File: src/sv/bps_pkg.sv
`timescale 1ns / 1ps

package bps_pkg;

  localparam int unsigned REG_W = 12;
  localparam int unsigned ADDR_W = 4;
  localparam int unsigned DATA_W = 32;
  localparam int unsigned TIME_W = 16;
  localparam int unsigned PHASE_W = 13;

  localparam logic [1:0] KIND_TICK = 2'd0;
  localparam logic [1:0] KIND_PLAY = 2'd1;
  localparam logic [1:0] KIND_STOP = 2'd2;

  localparam logic [2:0] PAT_NONE = 3'd0;
  localparam logic [2:0] PAT_BUTTON = 3'd1;
  localparam logic [2:0] PAT_MESSAGE = 3'd2;
  localparam logic [2:0] PAT_CONNECTED = 3'd3;
  localparam logic [2:0] PAT_ERROR = 3'd4;
  localparam logic [2:0] PAT_EMERGENCY = 3'd5;

  localparam logic [1:0] REG_SHORT_BEEP = 2'd0;
  localparam logic [1:0] REG_LONG_BEEP = 2'd1;
  localparam logic [1:0] REG_SPACING = 2'd2;
  localparam logic [1:0] REG_HALF_PERIOD = 2'd3;

  localparam logic [REG_W-1:0] SHORT_BEEP_RST = 12'd50;
  localparam logic [REG_W-1:0] LONG_BEEP_RST = 12'd300;
  localparam logic [REG_W-1:0] SPACING_RST = 12'd150;
  localparam logic [REG_W-1:0] HALF_PERIOD_RST = 12'd250;

  typedef struct packed {
    logic [REG_W-1:0] short_beep_ms;
    logic [REG_W-1:0] long_beep_ms;
    logic [REG_W-1:0] beep_spacing_ms;
    logic [REG_W-1:0] alarm_half_period_ms;
  } cfg_t;

  typedef struct packed {
    logic       buzzer_on;
    logic [2:0] active_pattern;
  } result_t;

  typedef struct packed {
    logic       step;
    logic [1:0] kind;
    logic [2:0] pattern;
  } cmd_t;

endpackage

File: src/sv/bps_if.sv
`timescale 1ns / 1ps

interface bps_in_if;
  logic       valid;
  logic       ready;
  logic [1:0] kind;
  logic [2:0] pattern;

  modport source (output valid, output kind, output pattern, input ready);
  modport sink (input valid, input kind, input pattern, output ready);
endinterface

interface bps_out_if;
  logic       valid;
  logic       ready;
  logic       buzzer_on;
  logic [2:0] active_pattern;

  modport source (output valid, output buzzer_on, output active_pattern, input ready);
  modport sink (input valid, input buzzer_on, input active_pattern, output ready);
endinterface

File: src/sv/bps_regs.sv
`timescale 1ns / 1ps

module bps_regs (
  input  logic                        clk,
  input  logic                        rst,
  input  logic                        psel,
  input  logic                        penable,
  input  logic                        pwrite,
  input  logic [bps_pkg::ADDR_W-1:0]  paddr,
  input  logic [bps_pkg::DATA_W-1:0]  pwdata,
  output logic [bps_pkg::DATA_W-1:0]  prdata,
  output logic                        pready,
  output bps_pkg::cfg_t               cfg
);
  import bps_pkg::*;

  logic [1:0]       reg_sel;
  logic             wr_en;
  logic [REG_W-1:0] rd_val;

  assign reg_sel = paddr[3:2];
  assign wr_en = psel && penable && pwrite;
  assign pready = 1'b1;

  always_ff @(posedge clk) begin
    if (rst) begin
      cfg.short_beep_ms <= SHORT_BEEP_RST;
      cfg.long_beep_ms <= LONG_BEEP_RST;
      cfg.beep_spacing_ms <= SPACING_RST;
      cfg.alarm_half_period_ms <= HALF_PERIOD_RST;
    end else if (wr_en) begin
      unique case (reg_sel)
        REG_SHORT_BEEP:  cfg.short_beep_ms <= pwdata[REG_W-1:0];
        REG_LONG_BEEP:   cfg.long_beep_ms <= pwdata[REG_W-1:0];
        REG_SPACING:     cfg.beep_spacing_ms <= pwdata[REG_W-1:0];
        REG_HALF_PERIOD: cfg.alarm_half_period_ms <= pwdata[REG_W-1:0];
        default: ;
      endcase
    end
  end

  always_comb begin
    unique case (reg_sel)
      REG_SHORT_BEEP:  rd_val = cfg.short_beep_ms;
      REG_LONG_BEEP:   rd_val = cfg.long_beep_ms;
      REG_SPACING:     rd_val = cfg.beep_spacing_ms;
      REG_HALF_PERIOD: rd_val = cfg.alarm_half_period_ms;
      default:         rd_val = '0;
    endcase
  end

  assign prdata = {{(DATA_W-REG_W){1'b0}}, rd_val};

endmodule

File: src/sv/bps_engine.sv
`timescale 1ns / 1ps

module bps_engine (
  input  logic            clk,
  input  logic            rst,
  input  bps_pkg::cfg_t   cfg,
  input  bps_pkg::cmd_t   cmd,
  output bps_pkg::result_t result_next
);
  import bps_pkg::*;

  logic [2:0]         current_pattern, current_pattern_next;
  logic [1:0]         step_index, step_index_next;
  logic               sounding, sounding_next;
  logic [TIME_W-1:0]  pattern_elapsed, pattern_elapsed_next;
  logic [PHASE_W-1:0] alarm_phase, alarm_phase_next;
  logic [TIME_W-1:0]  sound_elapsed, sound_elapsed_next;
  logic [REG_W-1:0]   sound_length, sound_length_next;

  // timer advance on a tick, before the pattern step
  logic [TIME_W-1:0]  pe_t, se_t;
  logic [PHASE_W:0]   ap_inc, period;
  logic [PHASE_W-1:0] ap_t;
  logic               snd_t;
  logic               spacing_hit, twice_hit;
  logic [REG_W-1:0]   single_len;

  always_comb begin
    pe_t = (pattern_elapsed != {TIME_W{1'b1}}) ? pattern_elapsed + 1'b1 : pattern_elapsed;
    se_t = (sounding && sound_elapsed != {TIME_W{1'b1}}) ? sound_elapsed + 1'b1
                                                         : sound_elapsed;
    ap_inc = {1'b0, alarm_phase} + 1'b1;
    period = {1'b0, cfg.alarm_half_period_ms, 1'b0};
    ap_t = (ap_inc >= period) ? '0 : ap_inc[PHASE_W-1:0];
    snd_t = sounding && !(se_t >= {{(TIME_W-REG_W){1'b0}}, sound_length});
    spacing_hit = pe_t >= {{(TIME_W-REG_W){1'b0}}, cfg.beep_spacing_ms};
    twice_hit = pe_t >= {{(TIME_W-REG_W-1){1'b0}}, cfg.beep_spacing_ms, 1'b0};
    single_len = (current_pattern == PAT_BUTTON) ? cfg.short_beep_ms : cfg.long_beep_ms;
  end

  always_comb begin
    current_pattern_next = current_pattern;
    step_index_next = step_index;
    sounding_next = sounding;
    pattern_elapsed_next = pattern_elapsed;
    alarm_phase_next = alarm_phase;
    sound_elapsed_next = sound_elapsed;
    sound_length_next = sound_length;
    if (cmd.step) begin
      unique case (cmd.kind)
        KIND_TICK: begin
          pattern_elapsed_next = pe_t;
          sound_elapsed_next = se_t;
          alarm_phase_next = ap_t;
          sounding_next = snd_t;
          unique case (current_pattern)
            PAT_BUTTON, PAT_CONNECTED: begin
              if (step_index == 2'd0 && !snd_t) begin
                sounding_next = 1'b1;
                sound_elapsed_next = '0;
                sound_length_next = single_len;
                step_index_next = 2'd1;
              end else if (step_index == 2'd1 && !snd_t) begin
                current_pattern_next = PAT_NONE;
                step_index_next = 2'd0;
              end
            end
            PAT_MESSAGE, PAT_ERROR: begin
              if (step_index == 2'd0 && !snd_t) begin
                sounding_next = 1'b1;
                sound_elapsed_next = '0;
                sound_length_next = cfg.short_beep_ms;
                step_index_next = 2'd1;
              end else if (step_index == 2'd1 && !snd_t && spacing_hit) begin
                sounding_next = 1'b1;
                sound_elapsed_next = '0;
                sound_length_next = cfg.short_beep_ms;
                step_index_next = 2'd2;
              end else if (step_index == 2'd2 && !snd_t &&
                           current_pattern == PAT_MESSAGE) begin
                current_pattern_next = PAT_NONE;
                step_index_next = 2'd0;
              end else if (step_index == 2'd2 && !snd_t && twice_hit) begin
                sounding_next = 1'b1;
                sound_elapsed_next = '0;
                sound_length_next = cfg.short_beep_ms;
                step_index_next = 2'd3;
              end else if (step_index == 2'd3 && !snd_t) begin
                current_pattern_next = PAT_NONE;
                step_index_next = 2'd0;
              end
            end
            PAT_EMERGENCY: begin
              if ({1'b0, ap_t} < {2'b00, cfg.alarm_half_period_ms} && !snd_t) begin
                sounding_next = 1'b1;
                sound_elapsed_next = '0;
                sound_length_next = cfg.alarm_half_period_ms;
              end else if ({1'b0, ap_t} >= {2'b00, cfg.alarm_half_period_ms} && snd_t) begin
                sounding_next = 1'b0;
              end
            end
            default: ;
          endcase
        end
        KIND_PLAY: begin
          if (cmd.pattern <= PAT_EMERGENCY && cmd.pattern != current_pattern) begin
            current_pattern_next = cmd.pattern;
            step_index_next = 2'd0;
            sounding_next = 1'b0;
            pattern_elapsed_next = '0;
            alarm_phase_next = '0;
          end
        end
        KIND_STOP: begin
          current_pattern_next = PAT_NONE;
          step_index_next = 2'd0;
          sounding_next = 1'b0;
          pattern_elapsed_next = '0;
          alarm_phase_next = '0;
        end
        default: ;
      endcase
    end
  end

  always_ff @(posedge clk) begin
    if (rst) begin
      current_pattern <= PAT_NONE;
      step_index <= '0;
      sounding <= 1'b0;
      pattern_elapsed <= '0;
      alarm_phase <= '0;
      sound_elapsed <= '0;
      sound_length <= '0;
    end else begin
      current_pattern <= current_pattern_next;
      step_index <= step_index_next;
      sounding <= sounding_next;
      pattern_elapsed <= pattern_elapsed_next;
      alarm_phase <= alarm_phase_next;
      sound_elapsed <= sound_elapsed_next;
      sound_length <= sound_length_next;
    end
  end

  assign result_next.buzzer_on = sounding_next;
  assign result_next.active_pattern = current_pattern_next;

endmodule

File: src/sv/beep_pattern_sequencer.sv
`timescale 1ns / 1ps

// Buzzer pattern sequencer. Each input item (a 1 ms tick, a play command or a
// stop) yields one result item with the buzzer level and the running pattern.
// An item is captured in an input register and applied to the pattern state
// once the output register is empty or being read; its result lands in that
// output register, and one item per cycle is sustained while the result side
// keeps taking items. Timing registers are on the APB port at byte addresses
// 0, 4, 8 and 12 and should be written only while no item is in flight.
module beep_pattern_sequencer (
  input  logic                        clk,
  input  logic                        rst,
  bps_in_if.sink                      item_in,
  bps_out_if.source                   result_out,
  input  logic                        psel,
  input  logic                        penable,
  input  logic                        pwrite,
  input  logic [bps_pkg::ADDR_W-1:0]  paddr,
  input  logic [bps_pkg::DATA_W-1:0]  pwdata,
  output logic [bps_pkg::DATA_W-1:0]  prdata,
  output logic                        pready
);
  import bps_pkg::*;

  cfg_t    cfg;
  cmd_t    cmd;
  result_t result_next;
  result_t result;

  logic       hold_valid;
  logic [1:0] hold_kind;
  logic [2:0] hold_pattern;
  logic       advance;
  logic       out_valid;

  assign advance = hold_valid && (!out_valid || result_out.ready);
  assign item_in.ready = !hold_valid || advance;

  always_ff @(posedge clk) begin
    if (rst) begin
      hold_valid <= 1'b0;
    end else if (item_in.ready) begin
      hold_valid <= item_in.valid;
    end
  end

  always_ff @(posedge clk) begin
    if (item_in.ready && item_in.valid) begin
      hold_kind <= item_in.kind;
      hold_pattern <= item_in.pattern;
    end
  end

  assign cmd.step = advance;
  assign cmd.kind = hold_kind;
  assign cmd.pattern = hold_pattern;

  bps_regs u_regs (
    .clk     (clk),
    .rst     (rst),
    .psel    (psel),
    .penable (penable),
    .pwrite  (pwrite),
    .paddr   (paddr),
    .pwdata  (pwdata),
    .prdata  (prdata),
    .pready  (pready),
    .cfg     (cfg)
  );

  bps_engine u_engine (
    .clk         (clk),
    .rst         (rst),
    .cfg         (cfg),
    .cmd         (cmd),
    .result_next (result_next)
  );

  always_ff @(posedge clk) begin
    if (rst) begin
      out_valid <= 1'b0;
    end else if (advance) begin
      out_valid <= 1'b1;
    end else if (result_out.ready) begin
      out_valid <= 1'b0;
    end
  end

  always_ff @(posedge clk) begin
    if (advance) begin
      result <= result_next;
    end
  end

  assign result_out.valid = out_valid;
  assign result_out.buzzer_on = result.buzzer_on;
  assign result_out.active_pattern = result.active_pattern;

  a_sound_needs_pattern: assert property (@(posedge clk) disable iff (rst)
    result_out.valid && result_out.buzzer_on |-> result_out.active_pattern != PAT_NONE)
    else $error("buzzer on with no pattern");

  a_pattern_range: assert property (@(posedge clk) disable iff (rst)
    result_out.valid |-> result_out.active_pattern <= PAT_EMERGENCY)
    else $error("active pattern out of range");

  a_ready_when_empty: assert property (@(posedge clk) disable iff (rst)
    !result_out.valid |-> item_in.ready)
    else $error("input stalled with empty output");

  a_stop_clears: assert property (@(posedge clk) disable iff (rst)
    advance && hold_kind == KIND_STOP |=>
      result_out.valid && !result_out.buzzer_on && result_out.active_pattern == PAT_NONE)
    else $error("stop did not clear pattern");

endmodule
File: src/flat_wrapper.sv
// flat-port wrapper written by rule: the top's interface ports become plain ports
module beep_pattern_sequencer_flat import bps_pkg::*;
  (clk, rst, psel, penable, pwrite, paddr, pwdata, prdata, pready, item_in_valid, item_in_kind, item_in_pattern, item_in_ready, result_out_valid, result_out_buzzer_on, result_out_active_pattern, result_out_ready);
  bps_in_if item_in_i ();
  bps_out_if result_out_i ();
  input  logic clk;
  input  logic rst;
  input  logic psel;
  input  logic penable;
  input  logic pwrite;
  input  logic [bps_pkg::ADDR_W-1:0] paddr;
  input  logic [bps_pkg::DATA_W-1:0] pwdata;
  output logic [bps_pkg::DATA_W-1:0] prdata;
  output logic pready;
  input wire logic [$bits(item_in_i.valid)-1:0] item_in_valid;
  input wire logic [$bits(item_in_i.kind)-1:0] item_in_kind;
  input wire logic [$bits(item_in_i.pattern)-1:0] item_in_pattern;
  output wire logic [$bits(item_in_i.ready)-1:0] item_in_ready;
  output wire logic [$bits(result_out_i.valid)-1:0] result_out_valid;
  output wire logic [$bits(result_out_i.buzzer_on)-1:0] result_out_buzzer_on;
  output wire logic [$bits(result_out_i.active_pattern)-1:0] result_out_active_pattern;
  input wire logic [$bits(result_out_i.ready)-1:0] result_out_ready;
  assign item_in_i.valid = item_in_valid;
  assign item_in_i.kind = item_in_kind;
  assign item_in_i.pattern = item_in_pattern;
  assign item_in_ready = item_in_i.ready;
  assign result_out_valid = result_out_i.valid;
  assign result_out_buzzer_on = result_out_i.buzzer_on;
  assign result_out_active_pattern = result_out_i.active_pattern;
  assign result_out_i.ready = result_out_ready;
  beep_pattern_sequencer u_core (.clk(clk), .rst(rst), .item_in(item_in_i), .result_out(result_out_i), .psel(psel), .penable(penable), .pwrite(pwrite), .paddr(paddr), .pwdata(pwdata), .prdata(prdata), .pready(pready));
endmodule
File: config.mk
export PLATFORM = sky130hd
export DESIGN_NAME = beep_pattern_sequencer_flat
export DESIGN_NICKNAME = d
export VERILOG_FILES = /design/src/sv/bps_pkg.sv /design/src/sv/bps_if.sv /design/src/sv/bps_regs.sv /design/src/sv/bps_engine.sv /design/src/sv/beep_pattern_sequencer.sv /design/src/flat_wrapper.sv
export SDC_FILE = /design/constraint.sdc
export NUM_CORES = 1
export LEC_CHECK = 0
export BUFFER_PORTS_ARGS = -buffer_cell sky130_fd_sc_hd__buf_4
export CAP_MARGIN = 10
export CORE_UTILIZATION = 44
export DETAILED_ROUTE_END_ITERATION = 6
export PLACE_DENSITY = 0.64
export SKIP_CTS_REPAIR_TIMING = 1
export SLEW_MARGIN = 30
export SYNTH_ARGS = -nofsm -noshare
export SYNTH_HDL_FRONTEND = slang
export SYNTH_HIERARCHICAL = 1
export SYNTH_SLANG_ARGS = --single-unit
File: constraint.sdc
create_clock -name clk -period 4.9 [get_ports clk]
set_input_delay 0.49 -clock clk [delete_from_list [all_inputs] [get_ports clk]]
set_output_delay 0.49 -clock clk [all_outputs]
set_load 0.02 [all_outputs]
Word-level counts from Yosys, hierarchy flattened. Index checks and enable logic that the tools add are counted.

Register bits after elaboration: 122. Latch bits: 0. RAM bits: 0. Memory bits (read-only): 0. Input bits: 48. Output and inout bits: 39. Logic and storage cells: 146. Memories kept: 0.

Add/subtract/negate cells: 3. $mul: 0. Div/mod/pow operators: 0. Magnitude comparators: 7. Eq/ne operators: 24. Shifts and indexed selects: 0. Mux-type cells: 57. Bitwise logic cells: 0. Reduce and logical (&&, ||, !) cells: 38.

Operator list (count): $mux 16 (9); $pmux 16 s3 (2); $mux 12 (7); $pmux 12 s4 (1); $pmux 13 s3 (1); $pmux 12 s3 (1); $add 16x1->16 const B (2); $ge 16x12->1 (2); $ne 16x16->1 const B (2); $mux 3 (9); $mux 13 (2); $ge 16x13->1 (1); $logic_and 1x1->1 (16); $mux 2 (8); $add 13x1->14 const B (1); $ge 14x13->1 (1); $ge 13x12->1 (1); $lt 13x12->1 (1); $ne 4x4->1 const B (3); $mux 1 (11); $eq 2x2->1 const B (5); $reduce_and 2->1 (5); $pmux 3 s3 (1); $ne 7x7->1 const B (1); 21 further kinds (36).

Logic depth before layout (Yosys ltp).
Depth after elaboration: 16. Depth in mapped cells: 22. Depth with buffers taken out: 20.

Cells and area by module. The synthesis kept the hierarchy.

Modules (own cells, without submodules): bps_engine (times used 1, cells an instance 757, area each 5869.4 um2, seq. area each 1261.2 um2); bps_regs (times used 1, cells an instance 233, area each 2388.5 um2, seq. area each 960.9 um2); beep_pattern_sequencer (times used 1, cells an instance 19, area each 374.1 um2, seq. area each 310.3 um2).

Worst setup path after synthesis. OpenSTA, ideal clock, no wires.

Kind: register to register. From: register u_core.u_engine.alarm_phase[0]. To: register u_core.u_engine.sound_length[0]. Setup time: 0.145 ns. Arrival time: 4.380 ns. Data required time: 4.755 ns. Setup slack: 0.376 ns. Stages on the path, launching flop included: 22. Path buffers: 2. Clock period less this slack: 4.524 ns. Cells stage by stage: dfxtp_1 > ha_1 > nand3_1 > nor2_1 > and3_1 > xor2_1 > ha_1 > nand3_1 > nor3_1 > o221ai_1 > nand4_1 > clkbuf_1 > nor2b_1 > ha_1 > and3_1 > a221o_1 > a21oi_1 > o221ai_1 > a311oi_4 > and2_4 > buf_6 > a211oi_2.

Word-level cells in the longest chain between the ends: 7.

Ends and longest elaborated chain: start: declaration (line bps_engine.sv:16) `logic [PHASE_W-1:0] alarm_phase, alarm_phase_next;`; start signal: assignment (line bps_engine.sv:140) `alarm_phase <= alarm_phase_next;`; $add 13x1->14 * (line bps_engine.sv:32) `ap_inc = {1'b0, alarm_phase} + 1'b1;`; $ge 14x13->1 (line bps_engine.sv:34) `ap_t = (ap_inc >= period) ? '0 : ap_inc[PHASE_W-1:0];`; $mux 13 * (line bps_engine.sv:34); $lt 13x12->1 * (line bps_engine.sv:94) `if ({1'b0, ap_t} < {2'b00, cfg.alarm_half_period_ms} && !snd_t) begin`; $logic_and 1x1->1 * (line bps_engine.sv:94); $ne 2x2->1 (no source line) *; $reduce_and 7->1 (no source line) *; end signal: assignment (line bps_engine.sv:142) `sound_length <= sound_length_next;`; end: declaration (line bps_engine.sv:18) `logic [REG_W-1:0] sound_length, sound_length_next;`.

Mark *: on every way between the ends. The rest lies on a longest branch, timed or not. A chain may end at the register's enable or synchronous reset.

Final worst setup path.
From: register u_core.u_engine.alarm_phase[1]. To: register u_core.u_engine.sound_elapsed[14].

Word-level cells in the longest chain between the ends: 7.

Ends and longest elaborated chain: $add 13x1->14 * (line bps_engine.sv:32); $ge 14x13->1 (line bps_engine.sv:34); $mux 13 * (line bps_engine.sv:34); $lt 13x12->1 * (line bps_engine.sv:94); $logic_and 1x1->1 * (line bps_engine.sv:94); $mux 16 * (line bps_engine.sv:94); $pmux 16 s3 * (line bps_engine.sv:56) `unique case (current_pattern)`; end signal: assignment (line bps_engine.sv:141) `sound_elapsed <= sound_elapsed_next;`; end: declaration (line bps_engine.sv:17) `logic [TIME_W-1:0] sound_elapsed, sound_elapsed_next;`.

Marks and branches as above.

==> flow_summary_export.csv <==
group,metric,value,unit
cts,path_clk_slew,60,ps
worst_setup_path,crit_required,5150,ps
die,rows,50,
sta,post-route-period-util,93.5,%
die,die_y,142,um
cts,cts_tree,"done",
power_and_ir_drop,p_per_area,274,nW/um2
cells_and_area,n_antenna_cell,0,
synth,synth-seq-cells,122,
detailed_routing,antenna_left,0,
sta,worst_pin_slew,920,ps
synth,ys_types,66,
detailed_routing,vias,7199,
power_and_ir_drop,ir_drop,0.197,mV
global_routing,grt_pass1_wl,34100,um
cells_and_area,nFillCells,1760,
synth,syn_inst,1009,
cells_and_area,fin_nets,1144,
cells_and_area,final_common_cell,"dfxtp_1",
cells_and_area,utilization,51.8,%
synth,yosys_warnings,6,
worst_hold_path,min_path_type,"primary input to register",
die,ioPinCount,87,
detailed_routing,wirelength,21100,um
die,die_area,20200,um2
cts,numCtsBuffers,17,
sta,min_period,4580,ps
global_routing,antenna_found_initial,0,
status,status,"finished, final reports clean",
cts,cts_sinks,122,
detailed_routing,firstDrtPassIters,6,
cts,cts_max_path_buffers,2,
power_and_ir_drop,leakage,4.03,nW
worst_hold_path,min_to,"u_core/hold_kind[1]",
sta,max_freq,0.218,GHz
synth,synth_area_per_cell,8.56,um2
global_routing,grt_pass1_vias,6628,
placed_design,portBuffers,43,
placed_design,gp_congestion,0.812,
sta,finClkSkew,12.6,ps
worst_setup_path,r2r_end,"u_core/u_engine/sound_elapsed[14]",
worst_setup_path,reg2reg_from,"u_core/u_engine/alarm_phase[1]",
sta,whs,250,ps
detailed_routing,vias_per_cell,5.52,
detailed_routing,drtIter0Drc,405,
synth,syn_area,8630,um2
die,fp.dieW,142,um
sta,rsz0062_at_grt,"false",
worst_hold_path,min-delay-start,"item_in_kind[1]",
sta,slew_headroom,38.7,%
worst_setup_path,arrival,4830,ps
synth,ys_seq_area_share,29.3,%
worst_setup_path,critPathMaxFanout,22,
cells_and_area,final_cell_mix,"dfxtp_1 (112), nor2_1 (90), ha_1 (66)",
worst_setup_path,start_kind,"register",
synth,synth_edf_count,9,
global_routing,grt-ovfl-total,0,
run,max_cap_violations,0,
detailed_routing,drc_errors,0,
cts,clock_latency,420,ps
worst_hold_path,min_path_cells,1,
sta,finalMaxSlewViolations,0,
global_routing,grt_max_degree,89,
global_routing,gr-usage-all-layers,21.5,%
cells_and_area,layout-drive-gt1-share,14.9,%
sta,finalHoldViolCount,0,
placed_design,dpl.hpwl,14700,um
sta,setup_violations,0,
cts,cts.htree.levels,4,
worst_setup_path,r2r_setup_slack,320,ps
worst_setup_path,worstSetupPathType,"register to register",
synth,ys.flop_type,"dfxtp_1",
worst_setup_path,reg2regPathDepth,19,
die,coreArea,19000,um2
cells_and_area,syn_to_final_growth,13.7,%
sta,tns,0,ps
die,initial_core_util,45.5,%
detailed_routing,wl_per_cell,16.2,um
cts,cts_root_buf,"clkbuf_16",
worst_setup_path,cp-end-kind,"register",
synth,synthArstFlopShare,0,%
[cells in the mapped netlist (all sizes together), types with 5 or more instances]
cell      n  area [um2]
a211oi   43         378
a21o     11        82.6
a21oi    62         314
a22o      6        52.6
a22oi    11        82.6
a31oi     5        31.3
and2      5        37.5
and3     11        68.8
buf      38         269
clkbuf   39         148
dfxtp   113        2260
edfxtp    9         270
ha       66         826
inv      48         180
mux2     13         146
mux2i    59         591
mux4     12         270
nand2    55         206
nand2b   44         275
nand3    33         170
nand3b   10        87.6
nand4    17         119
nor2     91         342
nor2b    38         238
nor3     32         165
nor4      5        31.3
o21ai    42         210
xnor2    21         184
xor2     21         184
[flip-flops by register name (all words and copies together), names as in the netlist]
signal,flops
u_core/u_regs/cfg,48
u_core/u_engine/pattern_elapsed,16
u_core/u_engine/sound_elapsed,16
u_core/u_engine/alarm_phase,13
u_core/u_engine/sound_length,12
u_core/hold_pattern,3
u_core/result_out.active_pattern,3
u_core/u_engine/current_pattern,3
u_core/hold_kind,2
u_core/u_engine/step_index,2
u_core/hold_valid,1
u_core/result_out.buzzer_on,1
u_core/result_out.valid,1
u_core/u_engine/sounding,1
[worst max path at each step]
stage | startpoint | end | depth (start not counted)
3_3_place_gp | u_core/u_engine/alarm_phase[1] | u_core/u_engine/sound_elapsed[4] | 21
6_report | u_core/u_engine/alarm_phase[1] | u_core/u_engine/sound_elapsed[14] | 19
2_1_floorplan | u_core/u_engine/alarm_phase[0] | u_core/u_engine/sound_length[0] | 21
4_1_cts | u_core/u_engine/alarm_phase[1] | u_core/u_engine/sound_elapsed[5] | 21
3_5_place_dp | u_core/u_engine/alarm_phase[1] | u_core/u_engine/sound_elapsed[5] | 21
5_1_grt | u_core/u_engine/alarm_phase[1] | u_core/u_engine/sound_elapsed[14] | 19
[routing by layer]
layer  up-vias  wire, um  global-route usage, %
li1       3618         -                      -
met1      3418     10300                   29.3
met2       148      9640                   34.8
met3        15       967                   4.17
met4         0       221                   5.43
met5         -         0                      0
[where the power goes]
part | switching, W | internal (W)
Sequential | 0.0000138 | 0.00102
Combinational | 0.000154 | 0.0000886
Clock | 0.000484 | 0.000934
Total | 0.000652 | 0.00204
[kinds of logic after synthesis]
group,Yosys count,share of synthesized area [%]
adder cells (fa/ha/maj),66,9.57
buffers and inverters,125,6.91
multiplexers,84,11.7
XOR/XNOR,42,4.26
AND/OR/NAND/NOR,359,21.8
flip-flops,122,29.3
other,2,0.0870
AO/OA/AOI/OAI,209,16.3
[per-stage QoR]
step           power, W  area, um2  worst slack [ps]  instances
2_1_floorplan   0.00123       8700               376       1028
3_3_place_gp    0.00129       9060               189       1270
3_5_place_dp    0.00129       9070              71.1       1270
4_1_cts         0.00272       9740              26.5       1302
5_1_grt         0.00278       9820              11.8       1303
6_report        0.00269       9820               321       1303
[final cells by class]
type / count / area [um2] / area share (%)
multi-input cells: 781 / 5650 / 57.6
flip-flops and latches: 122 / 2530 / 25.8
repair buffers: 60 / 458 / 4.67
clock buffers: 18 / 450 / 4.59
well taps: 260 / 325 / 3.31
clock inverters: 14 / 219 / 2.23
inverters: 48 / 180 / 1.84
[worst max-delay path, cell delays in order (launching register included)]
cell	delay, ps
dfxtp_1	360
ha_1	250
nand3_2	160
nor4_2	320
xor2_1	140
ha_1	310
nand3_1	100
nor3_2	230
o221ai_1	170
nand4_1	130
buf_4	210
nor2b_1	70
ha_1	280
and3_1	180
a221o_1	330
a21oi_2	150
o221ai_2	160
a311oi_4	320
and2_4	390
a2111oi_0	100
(Power assumes the default switching activity.)
